<file path="config.mk">
export PLATFORM = sky130hd
export DESIGN_NAME = wildcard_glob_matcher_flat
export DESIGN_NICKNAME = d
export VERILOG_FILES = /design/src/rtl/wgm_pkg.sv /design/src/rtl/wgm_if.sv /design/src/rtl/wgm_cfg.sv /design/src/rtl/wgm_cell.sv /design/src/rtl/wildcard_glob_matcher.sv /design/src/flat_wrapper.sv
export VERILOG_INCLUDE_DIRS = /design/src /design/src/rtl
export SDC_FILE = /design/constraint.sdc
export NUM_CORES = 1
export LEC_CHECK = 0
export ABC_CLOCK_PERIOD_IN_PS = 3800
export BUFFER_PORTS_ARGS = -buffer_cell sky130_fd_sc_hd__clkbuf_2
export CAP_MARGIN = 25
export CORE_MARGIN = 1.5
export CORE_UTILIZATION = 35
export CTS_CLUSTER_DIAMETER = 50
export CTS_CLUSTER_SIZE = 14
export DETAILED_ROUTE_END_ITERATION = 12
export GPL_TIMING_DRIVEN = 0
export PLACE_DENSITY = 0.54
export RECOVER_POWER = 25
export SYNTH_ARGS = -nofsm -noshare
export SYNTH_HDL_FRONTEND = slang
export SYNTH_SLANG_ARGS = --single-unit
</file>
<file path="constraint.sdc">
create_clock -name clk -period 3.8 [get_ports clk]
set_clock_uncertainty 0.2 [all_clocks]
set_input_delay 0.57 -clock clk [delete_from_list [all_inputs] [get_ports clk]]
set_output_delay 0.57 -clock clk [all_outputs]
set_load 0.01 [all_outputs]
</file>
<file path="src/rtl/wildcard_glob_matcher_defines.svh">
// assertion macros shared by the matcher rtl
`ifndef WILDCARD_GLOB_MATCHER_DEFINES_SVH
`define WILDCARD_GLOB_MATCHER_DEFINES_SVH

`ifndef ASSERT_OFF
`define WGM_ASSERT(label, prop, msg) \
    label: assert property (@(posedge clk) disable iff (!rst_n) prop) else $error(msg);
`define WGM_ASSERT_ALWAYS(label, prop, msg) \
    label: assert property (@(posedge clk) prop) else $error(msg);
`else
`define WGM_ASSERT(label, prop, msg)
`define WGM_ASSERT_ALWAYS(label, prop, msg)
`endif

`endif

</file>
<file path="src/rtl/wgm_pkg.sv">
package wgm_pkg;

    localparam int PATTERN_MAX_DEF = 32;

    // configuration port
    localparam int CFG_IDX_W  = 3;
    localparam int CFG_DATA_W = 64;
    localparam int PAT_REGS   = 4;
    localparam int PAT_BYTES  = PAT_REGS * 8;
    localparam int LEN_REG_W  = 6;

    localparam logic [CFG_IDX_W-1:0] REG_PAT_0_7   = 3'd0;
    localparam logic [CFG_IDX_W-1:0] REG_PAT_8_15  = 3'd1;
    localparam logic [CFG_IDX_W-1:0] REG_PAT_16_23 = 3'd2;
    localparam logic [CFG_IDX_W-1:0] REG_PAT_24_31 = 3'd3;
    localparam logic [CFG_IDX_W-1:0] REG_PAT_LEN   = 3'd4;

    // request opcodes
    localparam logic OP_BYTE = 1'b0;
    localparam logic OP_END  = 1'b1;

    // pattern wildcards
    localparam logic [7:0] CHAR_STAR = 8'h2A;
    localparam logic [7:0] CHAR_ONE  = 8'h3F;

    typedef logic [7:0] byte_t;

    // per-cycle command broadcast to every cell
    typedef struct packed {
        logic step;   // name byte accepted
        logic clear;  // end of name accepted
    } cell_ctrl_t;

endpackage

</file>
<file path="src/rtl/wgm_if.sv">
interface wgm_req_if;
    import wgm_pkg::*;
    logic  valid;
    logic  ready;
    logic  op;
    byte_t name_byte;

    modport source (output valid, output op, output name_byte, input ready);
    modport sink   (input valid, input op, input name_byte, output ready);
endinterface

interface wgm_rsp_if;
    logic valid;
    logic ready;
    logic matched;

    modport source (output valid, output matched, input ready);
    modport sink   (input valid, input matched, output ready);
endinterface

</file>
<file path="src/rtl/wgm_cfg.sv">
module wgm_cfg
    import wgm_pkg::*;
#(
    parameter int PATTERN_MAX = PATTERN_MAX_DEF
)
(
    input  logic                                clk,
    input  logic                                rst_n,
    input  logic                                cfg_we,
    input  logic [CFG_IDX_W-1:0]                cfg_idx,
    input  logic [CFG_DATA_W-1:0]               cfg_data,
    output byte_t [PATTERN_MAX-1:0]             pat_bytes,
    output logic  [PATTERN_MAX-1:0]             pos_en,
    output logic  [$clog2(PATTERN_MAX+1)-1:0]   len_sat
);

    localparam int LEN_W = $clog2(PATTERN_MAX + 1);

    logic [PAT_REGS-1:0][CFG_DATA_W-1:0] pat_reg;
    logic [LEN_REG_W-1:0]                len_reg;

    always_ff @(posedge clk or negedge rst_n)
    begin
        if (!rst_n)
        begin
            pat_reg <= '0;
            len_reg <= '0;
        end
        else if (cfg_we)
        begin
            unique case (cfg_idx)
                REG_PAT_0_7:   pat_reg[0] <= cfg_data;
                REG_PAT_8_15:  pat_reg[1] <= cfg_data;
                REG_PAT_16_23: pat_reg[2] <= cfg_data;
                REG_PAT_24_31: pat_reg[3] <= cfg_data;
                REG_PAT_LEN:   len_reg    <= cfg_data[LEN_REG_W-1:0];
                default:       ;
            endcase
        end
    end

    // length saturates at PATTERN_MAX, the count of pattern cells
    assign len_sat = (len_reg > LEN_REG_W'(PATTERN_MAX)) ? LEN_W'(PATTERN_MAX)
                                                        : len_reg[LEN_W-1:0];

    for (genvar i = 0; i < PATTERN_MAX; i++)
    begin : g_pos
        if (i < PAT_BYTES)
        begin : g_reg
            assign pat_bytes[i] = pat_reg[i / 8][(i % 8) * 8 +: 8];
        end
        else
        begin : g_zero
            assign pat_bytes[i] = '0;
        end
        assign pos_en[i] = (LEN_W'(i) < len_sat);
    end

endmodule

</file>
<file path="src/rtl/wgm_cell.sv">
module wgm_cell
    import wgm_pkg::*;
#(
    parameter bit RESET_LIVE = 1'b0
)
(
    input  logic       clk,
    input  logic       rst_n,
    input  cell_ctrl_t ctrl,
    input  logic       en,
    input  byte_t      pat_byte,
    input  byte_t      name_byte,
    input  logic       close_in,
    input  logic       adv_in,
    input  logic       nclose_in,
    output logic       cur,
    output logic       close_out,
    output logic       adv_out,
    output logic       nclose_out,
    output logic       live
);

    logic live_reg;
    logic live_next;
    logic is_star;
    logic hit;
    logic nxt;

    always_comb
    begin
        is_star    = (pat_byte == CHAR_STAR);
        hit        = (pat_byte == CHAR_ONE) || (pat_byte == name_byte);
        // closure of the stored set with the current pattern
        cur        = live_reg | close_in;
        close_out  = en & is_star & cur;
        // byte transition: a star stays put, anything else advances on a hit
        adv_out    = en & cur & ~is_star & hit;
        nxt        = (en & cur & is_star) | adv_in;
        // closure of the new set
        live_next  = nxt | nclose_in;
        nclose_out = en & is_star & live_next;
    end

    always_ff @(posedge clk or negedge rst_n)
    begin
        if (!rst_n)
        begin
            live_reg <= RESET_LIVE;
        end
        else if (ctrl.clear)
        begin
            live_reg <= RESET_LIVE;
        end
        else if (ctrl.step)
        begin
            live_reg <= live_next;
        end
    end

    assign live = live_reg;

endmodule

</file>
<file path="src/rtl/wildcard_glob_matcher.sv">
// wildcard glob matcher
//
// req channel: one request per name byte (op = byte) and one closing request
// (op = end) per name; an end request with no bytes before it is an empty name.
// rsp channel: one response per end request, matched = 1 when the whole name
// fits the pattern ('*' any run, '?' one byte, other bytes literal).
// cfg port: write-only pattern registers, indices 0..3 hold pattern bytes,
// index 4 the length; the user must write only while no request is in flight, the block has no check.
//
// throughput: one request per cycle, back to back, while no response is held.
// the live-position set sits in a row of PATTERN_MAX+1 cells; each cycle the
// star closure and byte step ripple once along it: one byte absorbed per clock.
// the response is registered, valid the cycle after the end request.
// a pending response holds while rsp.ready is low; req.ready stays high as long
// as the output register is free or is being emptied in the same cycle.
// reset: pattern and length clear to zero, only position zero is live, no
// response is pending.
`include "wildcard_glob_matcher_defines.svh"

module wildcard_glob_matcher
    import wgm_pkg::*;
#(
    parameter int PATTERN_MAX = PATTERN_MAX_DEF
)
(
    input  logic                  clk,
    input  logic                  rst_n,
    wgm_req_if.sink               req,
    wgm_rsp_if.source             rsp,
    input  logic                  cfg_we,
    input  logic [CFG_IDX_W-1:0]  cfg_idx,
    input  logic [CFG_DATA_W-1:0] cfg_data
);

    localparam int LEN_W = $clog2(PATTERN_MAX + 1);

    // pattern view from the register file
    byte_t [PATTERN_MAX-1:0] pat_bytes;
    logic  [PATTERN_MAX-1:0] pos_en;
    logic  [LEN_W-1:0]       len_sat;

    // neighbor links along the cell row
    logic [PATTERN_MAX:0] close_c;
    logic [PATTERN_MAX:0] adv_c;
    logic [PATTERN_MAX:0] nclose_c;
    logic [PATTERN_MAX:0] cur_bits;
    logic [PATTERN_MAX:0] live_bits;

    cell_ctrl_t ctrl;
    logic       req_fire;
    logic       matched_now;

    logic       rsp_valid_reg;
    logic       matched_reg;

    wgm_cfg #(
        .PATTERN_MAX (PATTERN_MAX)
    ) u_cfg (
        .clk       (clk),
        .rst_n     (rst_n),
        .cfg_we    (cfg_we),
        .cfg_idx   (cfg_idx),
        .cfg_data  (cfg_data),
        .pat_bytes (pat_bytes),
        .pos_en    (pos_en),
        .len_sat   (len_sat)
    );

    // request handshake and broadcast command
    assign req_fire   = req.valid && req.ready;
    assign ctrl.step  = req_fire && (req.op == OP_BYTE);
    assign ctrl.clear = req_fire && (req.op == OP_END);

    // nothing feeds the head of the row
    assign close_c[0]  = 1'b0;
    assign adv_c[0]    = 1'b0;
    assign nclose_c[0] = 1'b0;

    for (genvar g = 0; g <= PATTERN_MAX; g++)
    begin : g_cell
        if (g < PATTERN_MAX)
        begin : g_pos
            wgm_cell #(
                .RESET_LIVE (g == 0)
            ) u_cell (
                .clk        (clk),
                .rst_n      (rst_n),
                .ctrl       (ctrl),
                .en         (pos_en[g]),
                .pat_byte   (pat_bytes[g]),
                .name_byte  (req.name_byte),
                .close_in   (close_c[g]),
                .adv_in     (adv_c[g]),
                .nclose_in  (nclose_c[g]),
                .cur        (cur_bits[g]),
                .close_out  (close_c[g+1]),
                .adv_out    (adv_c[g+1]),
                .nclose_out (nclose_c[g+1]),
                .live       (live_bits[g])
            );
        end
        else
        begin : g_tail
            // the position past the last pattern byte only collects
            wgm_cell #(
                .RESET_LIVE (1'b0)
            ) u_cell (
                .clk        (clk),
                .rst_n      (rst_n),
                .ctrl       (ctrl),
                .en         (1'b0),
                .pat_byte   ('0),
                .name_byte  (req.name_byte),
                .close_in   (close_c[g]),
                .adv_in     (adv_c[g]),
                .nclose_in  (nclose_c[g]),
                .cur        (cur_bits[g]),
                .close_out  (),
                .adv_out    (),
                .nclose_out (),
                .live       (live_bits[g])
            );
        end
    end

    // the name matched when the position after the whole pattern is live
    assign matched_now = cur_bits[len_sat];

    // output register, refilled in the same cycle it drains
    always_ff @(posedge clk or negedge rst_n)
    begin
        if (!rst_n)
        begin
            rsp_valid_reg <= 1'b0;
        end
        else if (ctrl.clear)
        begin
            rsp_valid_reg <= 1'b1;
        end
        else if (rsp.ready)
        begin
            rsp_valid_reg <= 1'b0;
        end
    end

    always_ff @(posedge clk)
    begin
        if (ctrl.clear)
        begin
            matched_reg <= matched_now;
        end
    end

    assign req.ready   = !rsp_valid_reg || rsp.ready;
    assign rsp.valid   = rsp_valid_reg;
    assign rsp.matched = matched_reg;

    // an end request rearms the row: position zero live, the tail position clear
    `WGM_ASSERT(a_end_rearms, ctrl.clear |=> (live_bits[0] && live_bits[PATTERN_MAX] == 1'b0), "row not rearmed after end request")
    // every end request yields a response on the next cycle
    `WGM_ASSERT(a_end_responds, ctrl.clear |=> rsp.valid, "end request produced no response")
    // a byte request never creates a response of its own
    `WGM_ASSERT(a_byte_silent, (ctrl.step && (!rsp_valid_reg || rsp.ready)) |=> !rsp.valid, "byte request produced a response")
    // no cell command while the output register is stuck full
    `WGM_ASSERT_ALWAYS(a_no_cmd_when_full, (rsp_valid_reg && !rsp.ready) |-> !(ctrl.step || ctrl.clear), "request taken while response stalled")

endmodule

</file>
<file path="src/flat_wrapper.sv">
// flat-port wrapper written by rule: the top's interface ports become plain ports
module wildcard_glob_matcher_flat import wgm_pkg::*;
#(
    parameter int PATTERN_MAX = PATTERN_MAX_DEF
)
  (clk, rst_n, cfg_we, cfg_idx, cfg_data, req_valid, req_op, req_name_byte, req_ready, rsp_valid, rsp_matched, rsp_ready);
  wgm_req_if req_i ();
  wgm_rsp_if rsp_i ();
  input  logic clk;
  input  logic rst_n;
  input  logic cfg_we;
  input  logic [CFG_IDX_W-1:0] cfg_idx;
  input  logic [CFG_DATA_W-1:0] cfg_data;
  input wire logic [$bits(req_i.valid)-1:0] req_valid;
  input wire logic [$bits(req_i.op)-1:0] req_op;
  input wire logic [$bits(req_i.name_byte)-1:0] req_name_byte;
  output wire logic [$bits(req_i.ready)-1:0] req_ready;
  output wire logic [$bits(rsp_i.valid)-1:0] rsp_valid;
  output wire logic [$bits(rsp_i.matched)-1:0] rsp_matched;
  input wire logic [$bits(rsp_i.ready)-1:0] rsp_ready;
  assign req_i.valid = req_valid;
  assign req_i.op = req_op;
  assign req_i.name_byte = req_name_byte;
  assign req_ready = req_i.ready;
  assign rsp_valid = rsp_i.valid;
  assign rsp_matched = rsp_i.matched;
  assign rsp_i.ready = rsp_ready;
  wildcard_glob_matcher #(.PATTERN_MAX(PATTERN_MAX)) u_core (.clk(clk), .rst_n(rst_n), .req(req_i), .rsp(rsp_i), .cfg_we(cfg_we), .cfg_idx(cfg_idx), .cfg_data(cfg_data));
endmodule
</file>
==> results.md <==
- Status: finished, violations left
- Failing checks: negative setup slack
- Gate Count Post-Synth: roughly 1800
- Type of the most critical hold path: in -> reg
- Power share of the sequential group: 0.410
- CTS Sinks: between 200 and 300
- Max reg flops: about 260
- Part of the power in combinational logic: 0.223
- DRC: 0
- Crit Path Max Fanout: 6
- Vias: 15230
- Power per Cell Area: about 510 nW/um^2
- Die Width: approximately 230 um
- Post-Syn Area: between 15000 and 20000 um^2
- Rel. slew slack: 0.3028
- CTS Root Cell: clkbuf_16
- Reg2Reg Setup Slack: -0.76 ns
- H-tree depth: 2
- Sw Ratio: 0.3356
- Vias in the first global route: 14970
- Overall routing resource usage: 0.2554
- Critical path required time: 4.04 ns
- Net Sw Power: about 3.7 mW
- Setup violations, final: 22
- Area leader, netlist: dfrtp_1
- Crit path capture type: flop
- Post-synth EDFFs: 1
- Synth cell count leaders: dfrtp_1 (295), mux2_2 (255), xnor2_1 (192)
- Final Hold Viols: 0
- Share of the yosys chip area belonging to registers: 0.4154
- Max Slew Vio Count: 0
- FILL cells: 4866
- Tcrit/Tclk final: 1.199
- Row count: 82
- WS Path Type: reg -> reg
- Core area: 50270 um^2
- Final core occ: 0.4287
- Slew @ Worst Pin: around 1.0 ns
- Minimum clock period after layout: 4.556 ns
- Clock transition at path regs: 0.07 ns
- Crit-path cells: or4_4 -> nand4_1 -> a21oi_2 -> buf_4 -> a31o_4 -> o211a_4 -> o21ba_4 -> or2_4 -> a222oi_1 -> o211ai_1 -> or3_4 -> nor4_4 -> buf_4 -> o311ai_4 -> nand2_2 -> o211ai_1
- CTS tree: yes
- Largest net degree at the start of global routing: ~110
- Hpwl dp: roughly 50 mm
- Buf/Inv on CP: 2
- Initial Util: 0.3562
- Post-synthesis average cell area: 10.23 um^2
- CP delay by family, top: simple AND/OR/NAND/NOR gates
- Clock share of power: 0.366
- Initial antenna violation count: 1
- Most common cell in the synthesized netlist: dfrtp_1
- Vias/cell: 5.847
- GP Congestion: 1.014
- Lkg Pwr: ~8.4 nW
- Die Area: 52530 um^2
- Crit path launch type: flop
- Drt pass-1 iters: 6
- Share of the synthesized area in the top cell type: 0.4123
- Pre-CTS setup slack: -2.003 ns
- FMAX: 0.2195 GHz
- Post-DR wirelength/cell: 25.97 um
- Max-Cap Viols: 0
- Top_reg_cell synth: dfrtp_1
- Synth-to-layout area growth: 20.36%
- First-pass GRT wire length: approximately 100 mm
- Layout cells sized above 1: 0.2954
- Final Routed Wirelength: 67.65 mm
- Synthesized Nets: roughly 1800
- Height of the die: approximately 230 um
- Number of synthesized register bits: 297
- RSZ-0062 raised after global routing: true
- Critical Path Max Stage Delay: 0.58 ns
- 1st-iter DRT viols: 1648
- Yosys warnings: 0
- CTS Buffer Depth: 3
- Clock Latency Late Sink: 0.59 ns
- Netlist cell types: 94
- Crit path max-delay cell type: or4_4
- Internal: 7.357 mW
- Synth area leaders: dfrtp_1 (41%), mux2_2 (16%), xnor2_1 (9.4%), xor2_1 (3.1%), nand2_1 (2.5%)
- Arrival time of the worst setup path: approximately 4.8 ns
- Num ports: 84
- N_diodes: 0
- Port Buf Inserts: between 70 and 80
- Overflow after GRT: 0
- Inserted Clock Buffers: 41
- Share of synthesized registers carrying an async set or reset: 0.9966
- Final WS setup: -0.7561 ns
- Max VDD drop: 0.3383 mV
- Post-route ant nets: 0
- Nets: 1983
layer usage:
layer,vias to the layer above,track usage,wire length (um)
li1,6739,-,-
met1,7714,0.3596,30310
met2,630,0.3845,29720
met3,148,0.03822,4534
met4,0,0.1190,3077
met5,-,0,0
worst paths after layout:
kind                                                startpoint                                    to  depth (start not counted)
min reg2reg                u_core.g_cell[26].g_pos.u_cell.live   u_core.g_cell[26].g_pos.u_cell.live                          2
max in group asynchronous                                rst_n           u_core.u_cfg.pat_bytes[212]                          4
max                                    u_core.u_cfg.len_reg[3]  u_core.g_cell[32].g_tail.u_cell.live                         16
min                                               cfg_data[39]           u_core.u_cfg.pat_bytes[231]                          2
max reg2reg                            u_core.u_cfg.len_reg[3]  u_core.g_cell[32].g_tail.u_cell.live                         16
min in group asynchronous                                rst_n           u_core.u_cfg.pat_bytes[233]                          2
worst register-to-register path: stages, from the launching register on:
cell and delay, ns:
dfrtp_2 0.48, or4_4 0.58, nand4_1 0.31, a21oi_2 0.10, buf_4 0.17, a31o_4 0.25, o211a_4 0.25, o21ba_4 0.23
or2_4 0.23, a222oi_1 0.30, o211ai_1 0.15, or3_4 0.38, nor4_4 0.20, buf_4 0.19, o311ai_4 0.11, nand2_2 0.16
o211ai_1 0.11
cell usage in the layout (no fill, tap or decap), types with 6 or more instances in the layout:
cell type and n:
buf_8 8, or2_2 7, inv_6 6, a21o_1 18, nand4b_1 7, nor2_1 90, buf_4 35, xnor2_1 192
clkbuf_2 84, a21oi_1 53, o211ai_1 11, nand3_1 24, o31ai_1 9, nand4_1 69, nor3_4 9, a22oi_1 8
and2_1 6, clkbuf_16 43, inv_1 21, o21ai_0 69, clkinv_4 6, or4_1 9, a21oi_2 10, dfrtp_1 293
nor3_1 40, a211oi_1 10, xor2_1 64, and3_1 17, a31oi_1 15, clkbuf_4 9, nand2b_1 9, a22o_1 6
mux2_2 255, nand2_1 119, nor3_2 7, o21ai_1 10, nor4_1 19, o21a_1 7, or3_1 27, clkbuf_1 47
what timing repair did:
action / in CTS / in global routing
hold buffers: 1 / 0
gates resized for setup: 103 / 26
hold endpoints to repair: 92 / 0
buffers inserted: 19 / 6
endpoints found under the setup margin: 24 / 23
pin swaps: 12 / 9
logic make-up after synthesis:
family	count (synthesis)	share of synthesized area
AO/OA/AOI/OAI	331	0.1265
multiplexers	256	0.1609
XOR/XNOR	256	0.1252
flip-flops	297	0.4154
buffers and inverters	106	0.02334
AND/OR/NAND/NOR	504	0.1486
per-stage QoR:
step | cells | setup TNS [ns] | total power, mW | instance area, um^2 | hold WS, ns
after floorplan | 1750 | -1.121 | 6.027 | 17950 | 0.07441
after global routing | 2605 | -13.61 | 11.55 | 21550 | 0.09087
after CTS | 2599 | -9.821 | 11.07 | 21380 | 0.07198
final | 2605 | -12.08 | 11.07 | 21550 | 0.08208
after global placement | 2496 | -1389.16 | 6.771 | 19160 | 0.2712
after detailed placement | 2507 | -35.91 | 6.876 | 19340 | 0.2757
area by class of cell:
cell class / instances / area [um^2] / share of cell area
repair buffers: 112 / 768.2 / 0.03565
inverters: 22 / 82.58 / 0.003832
flip-flops and latches: 297 / 7441 / 0.3453
well taps: 672 / 840.8 / 0.03901
clock inverters: 27 / 327.8 / 0.01521
plain buffers: 81 / 394.1 / 0.01829
multi-input cells: 1347 / 10600 / 0.4917
clock buffers: 47 / 1101 / 0.05109
power by group through the flow:
| stage | clock network (mW) | logic (mW) | registers (mW) |
|---|---|---|---|
| detailed placement | 0 | 2.32 | 4.55 |
| floorplan | 0 | 1.69 | 4.34 |
| global placement | 0 | 2.25 | 4.52 |
| global route | 4.25 | 2.67 | 4.63 |
| CTS | 4.11 | 2.44 | 4.52 |
| finish | 4.05 | 2.47 | 4.54 |
Note: power is estimated with default switching activity, not from simulation.
